--- config.mk ---
export PLATFORM = sky130hd
export DESIGN_NAME = number_theory_unit_flat
export DESIGN_NICKNAME = d
export VERILOG_FILES = /design/src/hdl/ntu_pkg.sv /design/src/hdl/ntu_if.sv /design/src/hdl/ntu_divider.sv /design/src/hdl/ntu_serial_mul.sv /design/src/hdl/number_theory_unit.sv /design/src/flat_wrapper.sv
export SDC_FILE = /design/constraint.sdc
export NUM_CORES = 2
export LEC_CHECK = 0
export BUFFER_PORTS_ARGS = -buffer_cell sky130_fd_sc_hd__buf_2
export CAP_MARGIN = 20
export CORE_MARGIN = 2
export CORE_UTILIZATION = 62
export DETAILED_ROUTE_END_ITERATION = 8
export PLACE_DENSITY = 0.91
export SYNTH_ARGS = -nofsm -noshare
export SYNTH_HDL_FRONTEND = slang
export SYNTH_SLANG_ARGS = --single-unit
--- constraint.sdc ---
create_clock -name clk -period 7.99 [get_ports clk]
set_input_delay 0.3995 -clock clk [delete_from_list [all_inputs] [get_ports clk]]
set_output_delay 0.3995 -clock clk [all_outputs]
set_load 0.02 [all_outputs]
--- src/hdl/ntu_pkg.sv ---
// Package for the number theory unit: operation codes and sequencer states.
// No dependencies.
`timescale 1ns / 1ps
`default_nettype none
package ntu_pkg;
    typedef enum logic [1:0] {
        FUNC_GCD  = 2'd0,
        FUNC_POW  = 2'd1,
        FUNC_EGCD = 2'd2,
        FUNC_NONE = 2'd3
    } func_t;

    typedef enum logic [3:0] {
        ST_IDLE,
        ST_START,
        ST_EU_DIV,
        ST_EU_UPD,
        ST_EU_MUL,
        ST_PW_RED,
        ST_PW_MUL,
        ST_PW_MRED,
        ST_PW_SQR,
        ST_PW_SRED,
        ST_DONE
    } state_t;
endpackage
`default_nettype wire

--- src/hdl/ntu_if.sv ---
// Valid/ready channel interfaces for the number theory unit.
// Depends on nothing but the port width parameters.
`timescale 1ns / 1ps
`default_nettype none
interface ntu_in_if #(parameter int W = 32);
    logic         valid;
    logic         ready;
    logic [1:0]   func;
    logic [W-1:0] operand_a;
    logic [W-1:0] operand_b;
    modport source (output valid, func, operand_a, operand_b, input ready);
    modport sink (input valid, func, operand_a, operand_b, output ready);
endinterface

interface ntu_out_if;
    logic               valid;
    logic               ready;
    logic [31:0]        value;
    logic signed [32:0] coeff_x;
    logic signed [32:0] coeff_y;
    modport source (output valid, value, coeff_x, coeff_y, input ready);
    modport sink (input valid, value, coeff_x, coeff_y, output ready);
endinterface
`default_nettype wire

--- src/hdl/ntu_divider.sv ---
// Restoring bit-serial divider: dividend of DW bits by divisor of W bits,
// one quotient bit per cycle. Depends on nothing outside itself.
`timescale 1ns / 1ps
`default_nettype none
module ntu_divider #(
    parameter int W  = 32,
    parameter int DW = 64
) (
    input  wire logic           clk,
    input  wire logic           rst_n,
    input  wire logic           start,
    input  wire logic [DW-1:0]  dividend,
    input  wire logic [W-1:0]   divisor,
    output logic                busy,
    output logic                done,
    output logic [DW-1:0]       quotient,
    output logic [W-1:0]        remainder
);
    localparam int CW = $clog2(DW + 1);

    logic [DW-1:0] quo_reg, quo_next;
    logic [W:0]    rem_reg, rem_next;
    logic [W-1:0]  dsr_reg, dsr_next;
    logic [CW-1:0] cnt_reg, cnt_next;
    logic          busy_reg, busy_next, done_reg, done_next;
    logic [W:0]    trial;

    always_comb
    begin
        quo_next  = quo_reg;
        rem_next  = rem_reg;
        dsr_next  = dsr_reg;
        cnt_next  = cnt_reg;
        busy_next = busy_reg;
        done_next = 1'b0;
        trial     = {rem_reg[W-1:0], quo_reg[DW-1]};
        if (start)
        begin
            quo_next  = dividend;
            rem_next  = '0;
            dsr_next  = divisor;
            cnt_next  = CW'(DW);
            busy_next = 1'b1;
        end
        else if (busy_reg)
        begin
            if (trial >= {1'b0, dsr_reg})
            begin
                rem_next = trial - {1'b0, dsr_reg};
                quo_next = {quo_reg[DW-2:0], 1'b1};
            end
            else
            begin
                rem_next = trial;
                quo_next = {quo_reg[DW-2:0], 1'b0};
            end
            cnt_next = cnt_reg - 1'b1;
            if (cnt_reg == CW'(1))
            begin
                busy_next = 1'b0;
                done_next = 1'b1;
            end
        end
    end

    always_ff @(posedge clk or negedge rst_n)
    begin
        if (!rst_n)
        begin
            busy_reg <= 1'b0;
            done_reg <= 1'b0;
            cnt_reg  <= '0;
        end
        else
        begin
            busy_reg <= busy_next;
            done_reg <= done_next;
            cnt_reg  <= cnt_next;
        end
    end

    always_ff @(posedge clk)
    begin
        quo_reg <= quo_next;
        rem_reg <= rem_next;
        dsr_reg <= dsr_next;
    end

    assign busy      = busy_reg;
    assign done      = done_reg;
    assign quotient  = quo_reg;
    assign remainder = rem_reg[W-1:0];
endmodule
`default_nettype wire

--- src/hdl/ntu_serial_mul.sv ---
// Shift-and-add multiplier, one multiplier bit per cycle, W by W to 2W bits.
// Depends on nothing outside itself.
`timescale 1ns / 1ps
`default_nettype none
module ntu_serial_mul #(
    parameter int W = 32
) (
    input  wire logic           clk,
    input  wire logic           rst_n,
    input  wire logic           start,
    input  wire logic [W-1:0]   mcand,
    input  wire logic [W-1:0]   mplier,
    output logic                done,
    output logic [2*W-1:0]      product
);
    localparam int CW = $clog2(W + 1);

    logic [2*W-1:0] acc_reg, acc_next;
    logic [W-1:0]   mc_reg, mc_next, mp_reg, mp_next;
    logic [CW-1:0]  cnt_reg, cnt_next;
    logic           busy_reg, busy_next, done_reg, done_next;

    always_comb
    begin
        acc_next  = acc_reg;
        mc_next   = mc_reg;
        mp_next   = mp_reg;
        cnt_next  = cnt_reg;
        busy_next = busy_reg;
        done_next = 1'b0;
        if (start)
        begin
            acc_next  = '0;
            mc_next   = mcand;
            mp_next   = mplier;
            cnt_next  = CW'(W);
            busy_next = 1'b1;
        end
        else if (busy_reg)
        begin
            acc_next = {acc_reg[2*W-2:0], 1'b0}
                       + (mp_reg[W-1] ? {{W{1'b0}}, mc_reg} : '0);
            mp_next  = {mp_reg[W-2:0], 1'b0};
            cnt_next = cnt_reg - 1'b1;
            if (cnt_reg == CW'(1))
            begin
                busy_next = 1'b0;
                done_next = 1'b1;
            end
        end
    end

    always_ff @(posedge clk or negedge rst_n)
    begin
        if (!rst_n)
        begin
            busy_reg <= 1'b0;
            done_reg <= 1'b0;
            cnt_reg  <= '0;
        end
        else
        begin
            busy_reg <= busy_next;
            done_reg <= done_next;
            cnt_reg  <= cnt_next;
        end
    end

    always_ff @(posedge clk)
    begin
        acc_reg <= acc_next;
        mc_reg  <= mc_next;
        mp_reg  <= mp_next;
    end

    assign done    = done_reg;
    assign product = acc_reg;
endmodule
`default_nettype wire

--- src/hdl/number_theory_unit.sv ---
// Number theory unit: gcd, modular power and extended gcd on a shared
// bit-serial divider and multiplier. Depends on ntu_pkg, ntu_if,
// ntu_divider and ntu_serial_mul.
//
// Usage: an operation enters on the in channel (func, operand_a, operand_b)
// when valid and ready are both high; ready is high only while the unit is
// idle, so one operation is in flight at a time. Its result leaves on the out
// channel as one transaction and is held in an output register until the
// receiver takes it; a stalled receiver keeps the unit from accepting more.
// The modulus register is written through cfg_we and cfg_data; the user must
// do so only while idle, since the block itself does not enforce it. Each
// Euclid step costs one serial division plus, for the extended form, two
// serial multiplies. Modular power costs one base reduction and, per
// exponent bit, up to two multiplies and two reductions. Gcd finishes in
// at most about 1.44 W Euclid steps. Reset clears the control state and
// loads the modulus with 1000000007.
`timescale 1ns / 1ps
`default_nettype none
module number_theory_unit #(
    parameter int OPERAND_WIDTH = 32
) (
    input  wire logic        clk,
    input  wire logic        rst_n,
    input  wire logic        cfg_we,
    input  wire logic [31:0] cfg_data,
    ntu_in_if.sink           in_ch,
    ntu_out_if.source        out_ch
);
    import ntu_pkg::*;
    localparam int W  = OPERAND_WIDTH;
    localparam int CW = W + 2;

    state_t state_reg, state_next;
    logic [31:0]          modulus_reg;
    func_t                func_reg, func_next;
    logic [W-1:0]         r0_reg, r0_next, r1_reg, r1_next;
    logic signed [CW-1:0] s0_reg, s0_next, s1_reg, s1_next;
    logic signed [CW-1:0] t0_reg, t0_next, t1_reg, t1_next;
    logic [W-1:0]         q_reg, q_next;
    logic [W-1:0]         base_reg, base_next, res_reg, res_next;
    logic [W-1:0]         ex_reg, ex_next;
    logic [W-1:0]         mod_w;
    logic                 mod_zero;
    logic                 ov_reg, ov_next;
    logic [31:0]          val_reg, val_next;
    logic signed [32:0]   cx_reg, cx_next, cy_reg, cy_next;

    logic                 div_start, div_busy, div_done;
    logic [2*W-1:0]       div_dividend, div_quot;
    logic [W-1:0]         div_divisor, div_rem;
    logic                 mul_start, mul_done;
    logic [W-1:0]         mul_a, mul_b;
    logic [2*W-1:0]       mul_p;
    logic [1:0]           mul_sel_reg, mul_sel_next;

    assign mod_w    = modulus_reg[W-1:0];
    assign mod_zero = (mod_w == '0);

    ntu_divider #(.W(W), .DW(2*W)) u_div (
        .clk(clk), .rst_n(rst_n), .start(div_start),
        .dividend(div_dividend), .divisor(div_divisor),
        .busy(div_busy), .done(div_done),
        .quotient(div_quot), .remainder(div_rem)
    );

    ntu_serial_mul #(.W(W)) u_mul (
        .clk(clk), .rst_n(rst_n), .start(mul_start),
        .mcand(mul_a), .mplier(mul_b), .done(mul_done), .product(mul_p)
    );

    always_comb
    begin
        state_next   = state_reg;
        func_next    = func_reg;
        r0_next = r0_reg; r1_next = r1_reg;
        s0_next = s0_reg; s1_next = s1_reg;
        t0_next = t0_reg; t1_next = t1_reg;
        q_next = q_reg;
        base_next = base_reg; res_next = res_reg; ex_next = ex_reg;
        ov_next = ov_reg;
        val_next = val_reg; cx_next = cx_reg; cy_next = cy_reg;
        mul_sel_next = mul_sel_reg;
        div_start    = 1'b0;
        div_dividend = {{W{1'b0}}, r0_reg};
        div_divisor  = r1_reg;
        mul_start    = 1'b0;
        mul_a        = base_reg;
        mul_b        = base_reg;
        in_ch.ready  = (state_reg == ST_IDLE) && !ov_reg;
        case (state_reg)
            ST_IDLE:
            begin
                if (ov_reg && out_ch.ready)
                    ov_next = 1'b0;
                if (in_ch.valid && in_ch.ready)
                begin
                    func_next = func_t'(in_ch.func);
                    r0_next   = in_ch.operand_a;
                    r1_next   = in_ch.operand_b;
                    base_next = in_ch.operand_a;
                    ex_next   = in_ch.operand_b;
                    res_next  = W'(1);
                    s0_next = CW'(1); s1_next = '0;
                    t0_next = '0;     t1_next = CW'(1);
                    state_next = ST_START;
                end
            end
            ST_START:
            begin
                case (func_reg)
                    FUNC_GCD, FUNC_EGCD:
                        state_next = ST_EU_DIV;
                    FUNC_POW:
                    begin
                        if (ex_reg == '0)
                            state_next = ST_DONE;
                        else if (mod_zero)
                            state_next = ST_PW_MUL;
                        else
                        begin
                            div_start    = 1'b1;
                            div_dividend = {{W{1'b0}}, base_reg};
                            div_divisor  = mod_w;
                            state_next   = ST_PW_RED;
                        end
                    end
                    default:
                        state_next = ST_DONE;
                endcase
            end
            ST_EU_DIV:
            begin
                if (r1_reg == '0)
                    state_next = ST_DONE;
                else
                begin
                    div_start  = 1'b1;
                    state_next = ST_EU_UPD;
                end
            end
            ST_EU_UPD:
            begin
                if (div_done)
                begin
                    q_next  = div_quot[W-1:0];
                    r0_next = r1_reg;
                    r1_next = div_rem;
                    if (func_reg == FUNC_EGCD)
                    begin
                        mul_start    = 1'b1;
                        mul_a        = div_quot[W-1:0];
                        mul_b        = s1_reg[CW-1] ? W'(-s1_reg) : s1_reg[W-1:0];
                        mul_sel_next = 2'd0;
                        state_next   = ST_EU_MUL;
                    end
                    else
                        state_next = ST_EU_DIV;
                end
            end
            ST_EU_MUL:
            begin
                if (mul_done)
                begin
                    if (mul_sel_reg == 2'd0)
                    begin
                        s0_next = s1_reg;
                        s1_next = s0_reg - (s1_reg[CW-1] ? -CW'(mul_p) : CW'(mul_p));
                        mul_start    = 1'b1;
                        mul_a        = q_reg;
                        mul_b        = t1_reg[CW-1] ? W'(-t1_reg) : t1_reg[W-1:0];
                        mul_sel_next = 2'd1;
                    end
                    else
                    begin
                        t0_next = t1_reg;
                        t1_next = t0_reg - (t1_reg[CW-1] ? -CW'(mul_p) : CW'(mul_p));
                        state_next = ST_EU_DIV;
                    end
                end
            end
            ST_PW_RED:
            begin
                if (div_done)
                begin
                    base_next  = div_rem;
                    state_next = ST_PW_MUL;
                end
            end
            ST_PW_MUL:
            begin
                if (ex_reg == '0)
                    state_next = ST_DONE;
                else if (ex_reg[0])
                begin
                    mul_start  = 1'b1;
                    mul_a      = res_reg;
                    mul_b      = base_reg;
                    state_next = ST_PW_MRED;
                end
                else
                begin
                    mul_start  = 1'b1;
                    state_next = ST_PW_SQR;
                end
            end
            ST_PW_MRED:
            begin
                if (mul_done)
                begin
                    if (mod_zero)
                    begin
                        res_next   = mul_p[W-1:0];
                        mul_start  = 1'b1;
                        state_next = ST_PW_SQR;
                    end
                    else
                    begin
                        div_start    = 1'b1;
                        div_dividend = mul_p;
                        div_divisor  = mod_w;
                    end
                end
                else if (div_done)
                begin
                    res_next   = div_rem;
                    mul_start  = 1'b1;
                    state_next = ST_PW_SQR;
                end
            end
            ST_PW_SQR:
            begin
                if (mul_done)
                begin
                    if (mod_zero)
                    begin
                        base_next  = mul_p[W-1:0];
                        ex_next    = ex_reg >> 1;
                        state_next = ST_PW_MUL;
                    end
                    else
                    begin
                        div_start    = 1'b1;
                        div_dividend = mul_p;
                        div_divisor  = mod_w;
                        state_next   = ST_PW_SRED;
                    end
                end
            end
            ST_PW_SRED:
            begin
                if (div_done)
                begin
                    base_next  = div_rem;
                    ex_next    = ex_reg >> 1;
                    state_next = ST_PW_MUL;
                end
            end
            ST_DONE:
            begin
                val_next = '0; cx_next = '0; cy_next = '0;
                case (func_reg)
                    FUNC_GCD:
                        val_next = 32'(r0_reg);
                    FUNC_EGCD:
                    begin
                        val_next = 32'(r0_reg);
                        cx_next  = 33'(s0_reg);
                        cy_next  = 33'(t0_reg);
                    end
                    FUNC_POW:
                        val_next = 32'(res_reg);
                    default:
                        val_next = '0;
                endcase
                ov_next    = 1'b1;
                state_next = ST_IDLE;
            end
            default:
                state_next = ST_IDLE;
        endcase
    end

    always_ff @(posedge clk or negedge rst_n)
    begin
        if (!rst_n)
        begin
            state_reg   <= ST_IDLE;
            ov_reg      <= 1'b0;
            modulus_reg <= 32'd1000000007;
            mul_sel_reg <= 2'd0;
        end
        else
        begin
            state_reg   <= state_next;
            ov_reg      <= ov_next;
            mul_sel_reg <= mul_sel_next;
            if (cfg_we)
                modulus_reg <= cfg_data;
        end
    end

    always_ff @(posedge clk)
    begin
        func_reg <= func_next;
        r0_reg <= r0_next; r1_reg <= r1_next;
        s0_reg <= s0_next; s1_reg <= s1_next;
        t0_reg <= t0_next; t1_reg <= t1_next;
        q_reg <= q_next;
        base_reg <= base_next; res_reg <= res_next; ex_reg <= ex_next;
        val_reg <= val_next; cx_reg <= cx_next; cy_reg <= cy_next;
    end

    assign out_ch.valid   = ov_reg;
    assign out_ch.value   = val_reg;
    assign out_ch.coeff_x = cx_reg;
    assign out_ch.coeff_y = cy_reg;

    logic unused_ok;
    assign unused_ok = div_busy ^ (|div_quot[2*W-1:W]);

    a_ready_idle: assert property (@(posedge clk) disable iff (!rst_n)
        in_ch.ready |-> (state_reg == ST_IDLE && !out_ch.valid))
        else $error("ready while busy");
    a_out_hold: assert property (@(posedge clk) disable iff (!rst_n)
        (out_ch.valid && !out_ch.ready) |=> (out_ch.valid && $stable(out_ch.value)))
        else $error("result dropped");
    a_accept_start: assert property (@(posedge clk) disable iff (!rst_n)
        (in_ch.valid && in_ch.ready) |=> state_reg == ST_START)
        else $error("accept lost");
endmodule
`default_nettype wire

--- src/flat_wrapper.sv ---
// flat-port wrapper written by rule: the top's interface ports become plain ports
module number_theory_unit_flat import ntu_pkg::*;
#(
    parameter int OPERAND_WIDTH = 32
)
  (clk, rst_n, cfg_we, cfg_data, in_ch_valid, in_ch_func, in_ch_operand_a, in_ch_operand_b, in_ch_ready, out_ch_valid, out_ch_value, out_ch_coeff_x, out_ch_coeff_y, out_ch_ready);
  ntu_in_if #(.W(32)) in_ch_i ();
  ntu_out_if out_ch_i ();
  input  wire logic clk;
  input  wire logic rst_n;
  input  wire logic cfg_we;
  input  wire logic [31:0] cfg_data;
  input wire logic [$bits(in_ch_i.valid)-1:0] in_ch_valid;
  input wire logic [$bits(in_ch_i.func)-1:0] in_ch_func;
  input wire logic [$bits(in_ch_i.operand_a)-1:0] in_ch_operand_a;
  input wire logic [$bits(in_ch_i.operand_b)-1:0] in_ch_operand_b;
  output wire logic [$bits(in_ch_i.ready)-1:0] in_ch_ready;
  output wire logic [$bits(out_ch_i.valid)-1:0] out_ch_valid;
  output wire logic [$bits(out_ch_i.value)-1:0] out_ch_value;
  output wire logic [$bits(out_ch_i.coeff_x)-1:0] out_ch_coeff_x;
  output wire logic [$bits(out_ch_i.coeff_y)-1:0] out_ch_coeff_y;
  input wire logic [$bits(out_ch_i.ready)-1:0] out_ch_ready;
  assign in_ch_i.valid = in_ch_valid;
  assign in_ch_i.func = in_ch_func;
  assign in_ch_i.operand_a = in_ch_operand_a;
  assign in_ch_i.operand_b = in_ch_operand_b;
  assign in_ch_ready = in_ch_i.ready;
  assign out_ch_valid = out_ch_i.valid;
  assign out_ch_value = out_ch_i.value;
  assign out_ch_coeff_x = out_ch_i.coeff_x;
  assign out_ch_coeff_y = out_ch_i.coeff_y;
  assign out_ch_i.ready = out_ch_ready;
  number_theory_unit #(.OPERAND_WIDTH(OPERAND_WIDTH)) u_core (.clk(clk), .rst_n(rst_n), .cfg_we(cfg_we), .cfg_data(cfg_data), .in_ch(in_ch_i), .out_ch(out_ch_i));
endmodule
==> results.yml <==
clock_network:
  htreeDepth: 3
  cts.sinks: 739
  numCtsBuffers: 77
  clock_path_buffers: 3
  cts_tree: "done"
  cts_resized: 0
  cts_root_buffer: "clkbuf_16"
  clk_pin_slew_ps: 60
  clock_latency_ps: 660
worst_setup_path:
  path_cells: "inv_1 -> ha_1 -> and2_1 -> nand2_1 -> or3_1 -> or4_1 -> nand2_1 -> xor2_1 -> ha_1 -> nand2_1 -> a311oi_1 -> a2111oi_0 -> dlymetal6s2s_1 -> o21ai_1 -> a221oi_1 -> o41ai_1 -> a2111oi_0 -> o21bai_1"
  worst-r2r-cell-count: 18
  crit_path_start: "u_core.u_mul.product[1]"
  slowest_stage: "a221oi_1"
  critical_path.endpoint: "u_core.t1_reg[33]"
  crit_fanout: 8
  start_kind: "flop"
  critPathRequiredTime_ps: 8480
  rrSetupSlack_ps: 2710
  end_kind: "flop"
  crit_top_cell: "nand2_1"
  max_stage_delay_ps: 700
  worst_r2r_startpoint: "u_core.u_mul.product[1]"
  rr_endpoint: "u_core.t1_reg[33]"
  critPathKind: "reg -> reg"
  worstPathArrival_ps: 5770
placement:
  port_buffers: 202
  gp_congestion: 1.01
  dpl.hpwl_mm: 87.5
  dpl_cell_area_sq_mm: 0.0428
  pre_cts_slack_ps: 2350
timing:
  post-route-min-period_ps: 5280
  tightest_slew_ps: 1100
  setup_ws_ps: 2710
  whs_ps: 14.7
  tns_ps: 0
  rsz0062_at_grt: "false"
  finalSetupViolCount: 0
  fmax_mhz: 189
  hold_viol_final: 0
  maxSlewHeadroom_pct: 26.6
  period_share_pct: 66.1
  fin_worst_skew_ps: 30.2
  maxSlewViolCount: 0
floorplan:
  die_h_microns: 262
  core_sq_mm: 0.0657
  die_w_microns: 262
  io_pins: 203
  num_rows: 94
  start_util_pct: 62.5
  dieArea_sq_mm: 0.0684
synth:
  synth.distinct_cells: 82
  syn_nets: 4239
  async_reset_ff_share_pct: 7.44
  synth_edf_count: 588
  synth_warnings: 0
  synth.most_common_cell: "edfxtp_1"
  synthTopCellsByArea: "edfxtp_1 (43%), dfxtp_1 (4.7%), nand2_1 (4.4%), ha_1 (4.1%), mux2_2 (4.1%)"
  synth-seq-cells: 739
  synth_commonest_cells: "edfxtp_1 (588), nand2_1 (480), nor2_1 (310)"
  syn_area_sq_mm: 0.0411
  synthesis.instances: 3996
  synth.avg_cell_area_sq_um: 10.3
  netlist.area_leader.share_pct: 42.9
  yosysTopAreaCell: "edfxtp_1"
  seq_area_frac_synth_pct: 51.0
  ys_dominant_reg_cell: "edfxtp_1"
run:
  maxCapViolCount: 0
grt:
  grt_use_total_pct: 35.8
  grt_max_degree: 98
  antenna_found_initial: 3
  grt-ovfl-total: 0
  grt_first_pass_wirelength_mm: 188
  grt_pass1_vias: 32200
detailed_routing:
  post_drt_wl_per_cell_microns: 24.8
  wl_mm: 125
  viasPerCell: 6.71
  drt_first_pass_iters: 9
  drtIter0Drc: 4710
  vias: 33800
  ant_nets: 0
  route.detailed.drc: 0
cells_and_area:
  n_fill_cell: 4479
  layout-drive-gt1-share_pct: 14.4
  area_growth_pct: 11.4
  design_area_sq_mm: 0.0458
  postLayoutCoreUtil_pct: 69.7
  nets: 4349
  register_area_sq_mm: 0.0210
  multiInputGateArea_sq_mm: 0.0189
hold_path:
  hp-class: "in -> reg"
pwr:
  ir_drop_v: 0.000308
  p_per_area_mw_per_mm2: 504
  p_leak_nw: 18.0
status:
  status: "completed"
-- kinds of logic after synthesis --
logic type      Yosys count  share of synthesized area [%]
xor+xnor                252                           5.37
buf+inv                 380                           3.50
fa+ha+maj               140                           4.33
compound gates          951                           14.8
simple gates           1314                           15.2
mux                     220                           5.82
flops                   739                           51.0
-- worst max-delay path, delay by kind of cell (launching register included) --
kind                     cells  cell delay, ps
adder cells (fa/ha/maj)      2             550
AND/OR/NAND/NOR              6            1420
buffers and inverters        2             450
XOR/XNOR                     1             170
AO/OA/AOI/OAI                7            2090
flip-flops                   1             420
-- final cells by class --
class | count | share of cell area [%]
timing repair buffer | 288 | 3.88
multi-input combinational | 2877 | 41.2
tap | 864 | 2.36
sequential | 739 | 45.8
antenna | 2 | 0.0109
inverter | 123 | 1.02
clock buffer | 97 | 4.53
clock inverter | 47 | 1.24
-- how the worst min path moves through the flow --
stage / cells after the start / from / to
floorplan: 0 / rst_n / u_core.mod_w[10]
global placement: 0 / u_core.u_div.quotient[11] / u_core.q_reg[11]
detailed placement: 0 / u_core.u_div.quotient[11] / u_core.q_reg[11]
CTS: 2 / cfg_data[11] / u_core.mod_w[11]
global route: 2 / cfg_data[11] / u_core.mod_w[11]
finish: 2 / cfg_data[11] / u_core.mod_w[11]
-- layout by cell type, fill, tap and decap left out, types with 23 or more instances in the layout --
| master | n |
|---|---|
| edfxtp_1 | 588 |
| nand2_1 | 477 |
| nor2_1 | 300 |
| o21ai_0 | 246 |
| a21oi_1 | 224 |
| buf_2 | 202 |
| mux2_2 | 151 |
| xor2_1 | 144 |
| ha_1 | 136 |
| inv_1 | 120 |
| xnor2_1 | 108 |
| and2_1 | 107 |
| and3_1 | 98 |
| dfxtp_1 | 96 |
| clkbuf_16 | 78 |
| a22oi_1 | 70 |
| mux2i_1 | 69 |
| a31oi_1 | 62 |
| a21o_1 | 55 |
| nor3_1 | 53 |
| buf_4 | 50 |
| nand3_1 | 49 |
| nor4_1 | 42 |
| o31ai_1 | 38 |
| a222oi_1 | 36 |
| dfrtp_1 | 36 |
| or3_1 | 33 |
| dlygate4sd3_1 | 33 |
| a211oi_1 | 26 |
| o21a_1 | 23 |
| nand4_1 | 23 |
| nor2b_1 | 23 |
| nand2b_1 | 23 |
-- report_power, final --
part           internal [mW]  total (mW)  switching [mW]
clock                   2.19        3.79            1.60
sequential              6.18        7.96            1.77
combinational           4.39        11.4            6.96
total                   12.8        23.1            10.3
-- stage by stage --
step | total power, mW | std cells
after global placement | 18.5 | 4856
after floorplan | 15.6 | 3996
after global routing | 24.3 | 5035
after detailed placement | 18.8 | 4856
after CTS | 22.7 | 5033
final | 23.1 | 5037
-- what timing repair did --
action                                 4_1_cts  5_1_grt
setup buffers                                0        0
endpoints found under the hold margin       71        0
hold buffers                                33        0
-- layer usage --
metal  global-route usage, %  vias up  wire length, microns  part of all wire (%)
met2                    57.2     2401                 57300                    46
met5                       0        -                    56                 0.045
met3                    6.65      470                 14400                    12
met4                    19.0        6                  7210                   5.8
met1                    46.8    16000                 45700                    37
li1                        -    14900                     -                     -
No activity file was read; power rests on OpenSTA's default activity.
